===== config.mk =====
export PLATFORM = sky130hd
export DESIGN_NAME = transparent_sprite_rle_encoder
export DESIGN_NICKNAME = d
export VERILOG_FILES = /design/src/rtl/core/tsre_pkg.sv /design/src/rtl/core/tsre_fifo.sv /design/src/rtl/core/tsre_front.sv /design/src/rtl/core/tsre_back.sv /design/src/rtl/core/transparent_sprite_rle_encoder.sv
export SDC_FILE = /design/constraint.sdc
export NUM_CORES = 1
export LEC_CHECK = 0
export CAP_MARGIN = 20
export CORE_MARGIN = 1
export CORE_UTILIZATION = 50
export CTS_CLUSTER_SIZE = 20
export DETAILED_ROUTE_END_ITERATION = 12
export DONT_BUFFER_PORTS = 1
export GPL_ROUTABILITY_DRIVEN = 0
export PLACE_DENSITY = 0.67
export RECOVER_POWER = 25
export SYNTH_ARGS = -nofsm -noshare
export SYNTH_HDL_FRONTEND = slang
export SYNTH_HIERARCHICAL = 1
export SYNTH_SLANG_ARGS = --single-unit

===== constraint.sdc =====
create_clock -name clk -period 3.5 [get_ports clk]
set_clock_uncertainty 0.2 [all_clocks]
set_input_delay 0.7 -clock clk [delete_from_list [all_inputs] [get_ports clk]]
set_output_delay 0.7 -clock clk [all_outputs]
set_load 0.02 [all_outputs]

===== src/rtl/core/tsre_pkg.sv =====
package tsre_pkg;

  // Longest scanline the encoder is sized for.
  localparam int MAX_LINE_WIDTH = 1024;

  // Width of the run counter.
  localparam int RUN_W = 11;

  localparam int CLEAR_LIMIT_RAW = (MAX_LINE_WIDTH > 0) ? MAX_LINE_WIDTH - 1 : 0;
  localparam int CLEAR_LIMIT = (CLEAR_LIMIT_RAW > (1 << RUN_W) - 1) ?
                               (1 << RUN_W) - 1 : CLEAR_LIMIT_RAW;

  localparam int CLEAR_SPLIT = 254;
  localparam int OPAQUE_MAX  = 255;

  // Number of (254, 0) pairs a saturated clear run can need.
  localparam int MAX_PAIRS = (CLEAR_LIMIT > CLEAR_SPLIT) ? (CLEAR_LIMIT - 1) / CLEAR_SPLIT : 0;
  localparam int PAIR_W    = (MAX_PAIRS > 0) ? $clog2(MAX_PAIRS + 1) : 1;

  localparam int FIFO_DEPTH = 4;
  localparam int FIFO_PTR_W = $clog2(FIFO_DEPTH);
  localparam int FIFO_CNT_W = $clog2(FIFO_DEPTH + 1);

  localparam logic [7:0] CODE_ZERO  = 8'd0;
  localparam logic [7:0] CODE_SPLIT = 8'd254;
  localparam logic [7:0] CODE_MAX   = 8'd255;
  localparam logic [7:0] CODE_EOL   = 8'd255;

  localparam logic KIND_CODE  = 1'b0;
  localparam logic KIND_PIXEL = 1'b1;

  // One classified input item, as handed from the front end to the emitter.
  typedef struct packed {
    logic [PAIR_W-1:0] pairs;   // leading (254, 0) pairs
    logic              split;   // (255, 0) for an opaque run that overflowed
    logic              has_a;   // code before the pixel
    logic [7:0]        code_a;
    logic              has_px;
    logic [7:0]        pixel;
    logic [7:0]        code_b;  // opaque count closing the line
    logic              eol;
  } tsre_cmd_t;

  typedef struct packed {
    logic full;
    logic empty;
  } tsre_fifo_stat_t;

endpackage


===== src/rtl/core/tsre_fifo.sv =====
module tsre_fifo
  import tsre_pkg::*;
(
  input  logic            clk,
  input  logic            rst_n,
  input  logic            push,
  input  tsre_cmd_t       push_cmd,
  input  logic            pop,
  output tsre_cmd_t       head,
  output tsre_fifo_stat_t stat
);

  tsre_cmd_t             mem_r [FIFO_DEPTH];
  logic [FIFO_PTR_W-1:0] wr_ptr_r;
  logic [FIFO_PTR_W-1:0] rd_ptr_r;
  logic [FIFO_CNT_W-1:0] cnt_r;

  assign stat.full  = (cnt_r == FIFO_CNT_W'(FIFO_DEPTH));
  assign stat.empty = (cnt_r == '0);
  assign head       = mem_r[rd_ptr_r];

  always_ff @(posedge clk) begin
    if (!rst_n) begin
      wr_ptr_r <= '0;
      rd_ptr_r <= '0;
      cnt_r    <= '0;
    end else begin
      if (push) begin
        wr_ptr_r <= wr_ptr_r + 1'b1;
      end
      if (pop) begin
        rd_ptr_r <= rd_ptr_r + 1'b1;
      end
      if (push && !pop) begin
        cnt_r <= cnt_r + 1'b1;
      end else if (pop && !push) begin
        cnt_r <= cnt_r - 1'b1;
      end
    end
  end

  always_ff @(posedge clk) begin
    if (push) begin
      mem_r[wr_ptr_r] <= push_cmd;
    end
  end

endmodule


===== src/rtl/core/tsre_front.sv =====
module tsre_front
  import tsre_pkg::*;
(
  input  logic            clk,
  input  logic            rst_n,
  input  logic            in_tvalid,
  output logic            in_tready,
  input  logic [7:0]      in_tdata,   // pixel[7:0]
  input  logic            in_tlast,   // line_end
  input  tsre_fifo_stat_t fifo_stat,
  output logic            push,
  output tsre_cmd_t       push_cmd
);

  logic              opq_r,   opq_nxt;
  logic [RUN_W-1:0]  run_r,   run_nxt;
  logic [7:0]        rem_r,   rem_nxt;    // clear run length left over after the 254 splits
  logic [PAIR_W-1:0] pairs_r, pairs_nxt;
  logic              accept;
  logic              quiet;
  logic [RUN_W-1:0]  new_len;

  assign in_tready = !fifo_stat.full;
  assign accept    = in_tvalid && in_tready;
  assign push      = accept && !quiet;

  always_comb begin
    opq_nxt   = opq_r;
    run_nxt   = run_r;
    rem_nxt   = rem_r;
    pairs_nxt = pairs_r;
    push_cmd  = '0;
    quiet     = 1'b0;
    new_len   = '0;

    if (in_tdata == 8'd0) begin
      if (opq_r) begin
        push_cmd.has_a  = 1'b1;
        push_cmd.code_a = run_r[7:0];
        opq_nxt         = 1'b0;
        run_nxt         = RUN_W'(1);
        rem_nxt         = 8'd1;
        pairs_nxt       = '0;
      end else if (run_r < RUN_W'(CLEAR_LIMIT)) begin
        run_nxt = run_r + 1'b1;
        // The remainder stays in 1..254 once the run is non-empty.
        if (rem_r == CODE_SPLIT) begin
          rem_nxt   = 8'd1;
          pairs_nxt = pairs_r + 1'b1;
        end else begin
          rem_nxt = rem_r + 1'b1;
        end
      end
      push_cmd.eol = in_tlast;
      quiet        = !opq_r && !in_tlast;
    end else begin
      if (!opq_r) begin
        push_cmd.pairs  = pairs_r;
        push_cmd.has_a  = 1'b1;
        push_cmd.code_a = rem_r;
        new_len         = RUN_W'(1);
      end else if (run_r >= RUN_W'(OPAQUE_MAX)) begin
        push_cmd.split = 1'b1;
        new_len        = RUN_W'(1);
      end else begin
        new_len = run_r + 1'b1;
      end
      opq_nxt         = 1'b1;
      run_nxt         = new_len;
      push_cmd.has_px = 1'b1;
      push_cmd.pixel  = in_tdata;
      push_cmd.code_b = new_len[7:0];
      push_cmd.eol    = in_tlast;
    end

    if (in_tlast) begin
      opq_nxt   = 1'b0;
      run_nxt   = '0;
      rem_nxt   = '0;
      pairs_nxt = '0;
    end
  end

  always_ff @(posedge clk) begin
    if (!rst_n) begin
      opq_r   <= 1'b0;
      run_r   <= '0;
      rem_r   <= '0;
      pairs_r <= '0;
    end else if (accept) begin
      opq_r   <= opq_nxt;
      run_r   <= run_nxt;
      rem_r   <= rem_nxt;
      pairs_r <= pairs_nxt;
    end
  end

endmodule


===== src/rtl/core/tsre_back.sv =====
module tsre_back
  import tsre_pkg::*;
(
  input  logic            clk,
  input  logic            rst_n,
  input  tsre_cmd_t       head,
  input  tsre_fifo_stat_t fifo_stat,
  output logic            pop,
  output logic            out_tvalid,
  input  logic            out_tready,
  output logic [7:0]      out_tdata,   // value[7:0]
  output logic [1:0]      out_tuser,   // kind[0], line_done[1]
  output logic            out_tlast    // last
);

  // One bit per part of an item's result sequence, in emission order.
  localparam logic [5:0] PH_PAIRS = 6'b000001;
  localparam logic [5:0] PH_SPLIT = 6'b000010;
  localparam logic [5:0] PH_A     = 6'b000100;
  localparam logic [5:0] PH_PIX   = 6'b001000;
  localparam logic [5:0] PH_B     = 6'b010000;
  localparam logic [5:0] PH_EOL   = 6'b100000;

  logic [5:0]        done_r, done_nxt;
  logic              half_r, half_nxt;
  logic [PAIR_W-1:0] pcnt_r, pcnt_nxt;
  logic              out_valid_r;
  logic [7:0]        out_val_r;
  logic              out_kind_r;
  logic              out_done_r;
  logic              out_last_r;

  logic [5:0]        en;
  logic [5:0]        pend;
  logic [5:0]        cur_oh;
  logic [5:0]        pend_after;
  logic              adv;
  logic              fire;
  logic              completes;
  logic              last;
  logic              r_kind;
  logic [7:0]        r_val;
  logic              r_done;

  assign en = {head.eol, head.has_px & head.eol, head.has_px, head.has_a,
               head.split, (head.pairs != '0)};
  assign pend   = en & ~done_r;
  assign cur_oh = pend & (~pend + 6'd1);

  assign adv  = !out_valid_r || out_tready;
  assign fire = adv && !fifo_stat.empty;

  always_comb begin
    r_kind    = KIND_CODE;
    r_val     = CODE_ZERO;
    r_done    = 1'b0;
    completes = 1'b1;
    unique case (cur_oh)
      PH_PAIRS: begin
        r_val     = half_r ? CODE_ZERO : CODE_SPLIT;
        completes = half_r && (PAIR_W'(pcnt_r + 1'b1) == head.pairs);
      end
      PH_SPLIT: begin
        r_val     = half_r ? CODE_ZERO : CODE_MAX;
        completes = half_r;
      end
      PH_A: begin
        r_val = head.code_a;
      end
      PH_PIX: begin
        r_kind = KIND_PIXEL;
        r_val  = head.pixel;
      end
      PH_B: begin
        r_val = head.code_b;
      end
      PH_EOL: begin
        r_val  = CODE_EOL;
        r_done = 1'b1;
      end
      default: begin
        completes = 1'b1;
      end
    endcase
  end

  assign pend_after = completes ? (pend & ~cur_oh) : pend;
  assign last       = (pend_after == '0);
  assign pop        = fire && last;

  always_comb begin
    done_nxt = done_r;
    half_nxt = half_r;
    pcnt_nxt = pcnt_r;
    if (fire) begin
      if (last) begin
        done_nxt = '0;
        half_nxt = 1'b0;
        pcnt_nxt = '0;
      end else if (completes) begin
        done_nxt = done_r | cur_oh;
        half_nxt = 1'b0;
        pcnt_nxt = '0;
      end else begin
        half_nxt = !half_r;
        if ((cur_oh == PH_PAIRS) && half_r) begin
          pcnt_nxt = pcnt_r + 1'b1;
        end
      end
    end
  end

  always_ff @(posedge clk) begin
    if (!rst_n) begin
      done_r      <= '0;
      half_r      <= 1'b0;
      pcnt_r      <= '0;
      out_valid_r <= 1'b0;
    end else begin
      done_r <= done_nxt;
      half_r <= half_nxt;
      pcnt_r <= pcnt_nxt;
      if (adv) begin
        out_valid_r <= !fifo_stat.empty;
      end
    end
  end

  always_ff @(posedge clk) begin
    if (fire) begin
      out_val_r  <= r_val;
      out_kind_r <= r_kind;
      out_done_r <= r_done;
      out_last_r <= last;
    end
  end

  assign out_tvalid = out_valid_r;
  assign out_tdata  = out_val_r;
  assign out_tuser  = {out_done_r, out_kind_r};
  assign out_tlast  = out_last_r;

endmodule


===== src/rtl/core/transparent_sprite_rle_encoder.sv =====
// Run-length encoder for sprites with a transparent color (pixel value 0).
//
// Input stream: one 8-bit pixel per item in in_tdata, in raster order, with
// in_tlast high on the last pixel of each scanline. Output stream: one byte
// per item in out_tdata; out_tuser[0] is high for a passed-through opaque
// pixel and low for a control code, out_tuser[1] marks the end-of-line code
// 255, and out_tlast marks the last result byte caused by an input pixel.
// A clear pixel in the middle of a clear run produces no output at all.
//
// The front end classifies each pixel and updates the run state in the
// cycle it is accepted, so it takes one pixel per clock as long as its
// four-entry command queue has room. The emitter drains the queue at one
// result byte per clock while out_tready is high; a pixel causes at most
// 12 result bytes at the default line width. A pixel's command is first
// written into the queue, then its first result into the output register.
//
// When the receiver holds out_tready low, the output register holds its
// byte, the queue fills, and in_tready drops once it is full. Reset empties
// the queue and the output register and starts a clear run of length zero.
module transparent_sprite_rle_encoder
  import tsre_pkg::*;
(
  input  logic       clk,
  input  logic       rst_n,
  input  logic       in_tvalid,
  output logic       in_tready,
  input  logic [7:0] in_tdata,    // pixel[7:0]
  input  logic       in_tlast,    // line_end
  output logic       out_tvalid,
  input  logic       out_tready,
  output logic [7:0] out_tdata,   // value[7:0]
  output logic [1:0] out_tuser,   // kind[0], line_done[1]
  output logic       out_tlast    // last
);

  tsre_fifo_stat_t fifo_stat;
  tsre_cmd_t       push_cmd;
  tsre_cmd_t       head;
  logic            push;
  logic            pop;

  tsre_front u_front (
    .clk       (clk),
    .rst_n     (rst_n),
    .in_tvalid (in_tvalid),
    .in_tready (in_tready),
    .in_tdata  (in_tdata),
    .in_tlast  (in_tlast),
    .fifo_stat (fifo_stat),
    .push      (push),
    .push_cmd  (push_cmd)
  );

  tsre_fifo u_fifo (
    .clk      (clk),
    .rst_n    (rst_n),
    .push     (push),
    .push_cmd (push_cmd),
    .pop      (pop),
    .head     (head),
    .stat     (fifo_stat)
  );

  tsre_back u_back (
    .clk        (clk),
    .rst_n      (rst_n),
    .head       (head),
    .fifo_stat  (fifo_stat),
    .pop        (pop),
    .out_tvalid (out_tvalid),
    .out_tready (out_tready),
    .out_tdata  (out_tdata),
    .out_tuser  (out_tuser),
    .out_tlast  (out_tlast)
  );

  // The end-of-line code is always 255 and always the final byte of its item.
  a_eol_last : assert property (@(posedge clk) disable iff (!rst_n)
    out_tvalid && out_tuser[1] |-> out_tlast && (out_tdata == CODE_EOL) && !out_tuser[0])
    else $error("end-of-line code malformed");

  // Passed-through pixels are never transparent.
  a_pixel_opaque : assert property (@(posedge clk) disable iff (!rst_n)
    out_tvalid && out_tuser[0] |-> (out_tdata != 8'd0))
    else $error("transparent pixel emitted as opaque");

  // The queue can never report full and empty at once.
  a_fifo_stat : assert property (@(posedge clk) disable iff (!rst_n)
    !(fifo_stat.full && fifo_stat.empty))
    else $error("command queue status inconsistent");

  // Nothing is offered in the cycle after reset.
  a_reset_idle : assert property (@(posedge clk)
    !rst_n |=> !out_tvalid)
    else $error("output valid right after reset");

endmodule

==> impl_metrics.env <==
export IMPL_cts_reportedPaths_clkPinSlew_ns=0.06
export IMPL_insertion_delay_ns=0.43
export IMPL_portBuffers=0
export IMPL_ys_seq_elements=178
export IMPL_synth_edf_count=135
export IMPL_grt_setup_unrepaired="false"
export IMPL_antenna_found_initial=0
export IMPL_crit_fanout=8
export IMPL_finalSetupViolCount=0
export IMPL_synth_common_cells="edfxtp_1 (135), dfxtp_1 (43), nand2_1 (39)"
export IMPL_worstRegToRegCells=12
export IMPL_clock_sinks=178
export IMPL_period_needed_ns=3.32
export IMPL_cts_made_buffers=17
export IMPL_dp_slack_ns=0.0910
export IMPL_yosysTopAreaCell="edfxtp_1"
export IMPL_critical_path_max_stage_delay_ns=0.57
export IMPL_holdCritStartpoint="in_tdata[4]"
export IMPL_end_kind="flip-flop"
export IMPL_hpwl_mm=10.4
export IMPL_grt_pass1_wl_mm=24.6
export IMPL_cts_setup_buffers=0
export IMPL_die_area_um2=16200
export IMPL_row_count=45
export IMPL_synthToLayoutAreaGrowth_pct=10.1
export IMPL_finalSetupTns_ns=0
export IMPL_async_reset_ff_frac=0
export IMPL_path_common_cell="inv_1"
export IMPL_routed_wl_mm=15.4
export IMPL_min_to="u_fifo/mem_r[2][13]$_DFFE_PP_"
export IMPL_clockBufferDepth=2
export IMPL_rrSetupSlack_ns=0.18
export IMPL_crit_buf_inv=2
export IMPL_ios=26
export IMPL_layout_cells_non_filler=768
export IMPL_die_width_um=127
export IMPL_fmax_mhz=301
export IMPL_min_path_type="in2reg"
export IMPL_drc=0
export IMPL_cts_max_level=4
export IMPL_via_count=4585
export IMPL_worstPathArrival_ns=3.47
export IMPL_drt_iter0_markers=319
export IMPL_crit_type="reg2reg"
export IMPL_die_h_um=127
export IMPL_final_hold_viol_count=0
export IMPL_whs_path_depth=0
export IMPL_nets=568
export IMPL_r2r_end="u_fifo/cnt_r[2]$_SDFFE_PN0P_"
export IMPL_cpLargestDelayFamily="simple AND/OR/NAND/NOR gates"
export IMPL_syn_num_nets=566
export IMPL_cts_hold_buf=0
export IMPL_grt_max_degree=32
export IMPL_cts_root_buf="clkbuf_16"
export IMPL_core_area_um2=15300
export IMPL_yosysTopAreaCellShare=0.517
export IMPL_status="finished, final reports clean"
export IMPL_crit_required_ns=3.65
export IMPL_fin_crit_sh=0.948
export IMPL_worst_path_max_delay_cell="mux4_2"
export IMPL_syn_area_per_cell_um2=14.5
export IMPL_slew_violations=0
export IMPL_tightest_slew_ns=0.792
export IMPL_synthDistinctLibCells=83
export IMPL_utilization=0.566
export IMPL_maxSlewHeadroom=0.472
export IMPL_yosys_warnings=6
export IMPL_overflow=0
export IMPL_wl_per_cell_um=20.1
export IMPL_start_util=0.514
export IMPL_drive_gt1_frac=0.180
export IMPL_ys_seq_area_frac=0.626
export IMPL_placed_cells=736
export IMPL_synth_area_top_cells="edfxtp_1 (52%), dfxtp_1 (11%), mux4_2 (8.6%)"
export IMPL_cts_tree="built"
export IMPL_crit_chain="mux4_2, xnor3_1, nand4_1, o22ai_1, and3_1, inv_1, ha_1, inv_1, fa_1, xor2_1, or3_1, a21boi_0"
export IMPL_routed_via_density=5.97
export IMPL_grtUsageTotal=0.205
export IMPL_cp_start_kind="flip-flop"
export IMPL_drv_cap=0
export IMPL_ys_flop_type="edfxtp_1"
export IMPL_p_leak_uw=0.00280
export IMPL_drtPass1Iterations=4
export IMPL_cts_resized=0
export IMPL_ant_nets=0
export IMPL_worst_ir_drop_vdd_uv=374
export IMPL_grt_pass1_vias=4514
export IMPL_synth_area_um2=7850
export IMPL_yosysMostFrequentCell="edfxtp_1"
export IMPL_setup_ws_ns=0.183
export IMPL_p_per_area_nw_per_um2=604
export IMPL_antenna_cells=0
export IMPL_syn_inst=542
[sequential cells by signal (all words and copies together) (netlist names), named ones only]
register           flops
u_fifo/mem_r         124
u_back/done_r          6
u_front/rem_r          8
u_fifo/rd_ptr_r        2
u_fifo/wr_ptr_r        2
u_front/run_r         11
u_back/pcnt_r          3
u_fifo/cnt_r           3
u_back/out_tlast       1
u_back/out_tdata       8
u_back/out_kind_r      1
u_front/opq_r          1
u_back/half_r          1
u_front/pairs_r        3
u_back/out_done_r      1
u_back/out_tvalid      1
[logic make-up after synthesis]
logic type | Yosys count | share of synthesized area
compound gates | 97 | 0.0907
xor+xnor | 14 | 0.0174
fa+ha+maj | 12 | 0.0198
buf+inv | 49 | 0.0327
flops | 178 | 0.626
mux | 34 | 0.0933
simple gates | 158 | 0.120
[power breakdown]
part,internal [uW],switching [uW]
logic,195,373
clock network,1200,782
registers,2520,152
total,3910,1310
[how the worst max path moves through the flow]
stage,endpoint,slack (ns),depth (start not counted)
CTS,u_fifo/cnt_r[2]$_SDFFE_PN0P_,0.09,12
finish,u_fifo/cnt_r[2]$_SDFFE_PN0P_,0.18,12
global placement,u_fifo/cnt_r[2]$_SDFFE_PN0P_,0.25,12
floorplan,u_fifo/cnt_r[2]$_SDFFE_PN0P_,0.14,14
detailed placement,u_fifo/cnt_r[2]$_SDFFE_PN0P_,0.09,12
global route,u_fifo/cnt_r[2]$_SDFFE_PN0P_,0.02,12
[layer usage]
layer  vias to the layer above  track usage  routed length, um
met5                         -            0                  0
met4                         0       0.0728                180
met3                        21       0.0381                737
met2                       126        0.341               7810
met1                      2333        0.271               6690
li1                       2105            -                  -
[area by class of cell]
type,instances,area [um^2]
clock inverters,15,200
well taps,211,264
multi-input cells,315,2660
fillers,1183,6620
inverters,17,63.8
flip-flops and latches,178,4920
repair buffers,15,105
clock buffers,17,425
[stage by stage]
step | power, uW | cell area [um^2] | hold WS, ns
6_report | 5220 | 8640 | 0.162
5_1_grt | 5400 | 8640 | 0.150
4_1_cts | 5250 | 8660 | 0.148
3_5_place_dp | 3290 | 8030 | 0.274
3_3_place_gp | 3260 | 8030 | 0.268
2_1_floorplan | 3110 | 7850 | 0.252
[cell usage in the layout, fill, tap and decap left out, drive strengths merged, types with 10 or more instances in the layout]
cell type,instances
buf,13
o21ai,14
clkbuf,19
dfxtp,43
edfxtp,135
mux4,31
nor3,10
ha,10
a21oi,21
nor2,22
nand2,39
and2,13
inv,20
nand3,22
No activity file was read; power rests on OpenSTA's default activity.
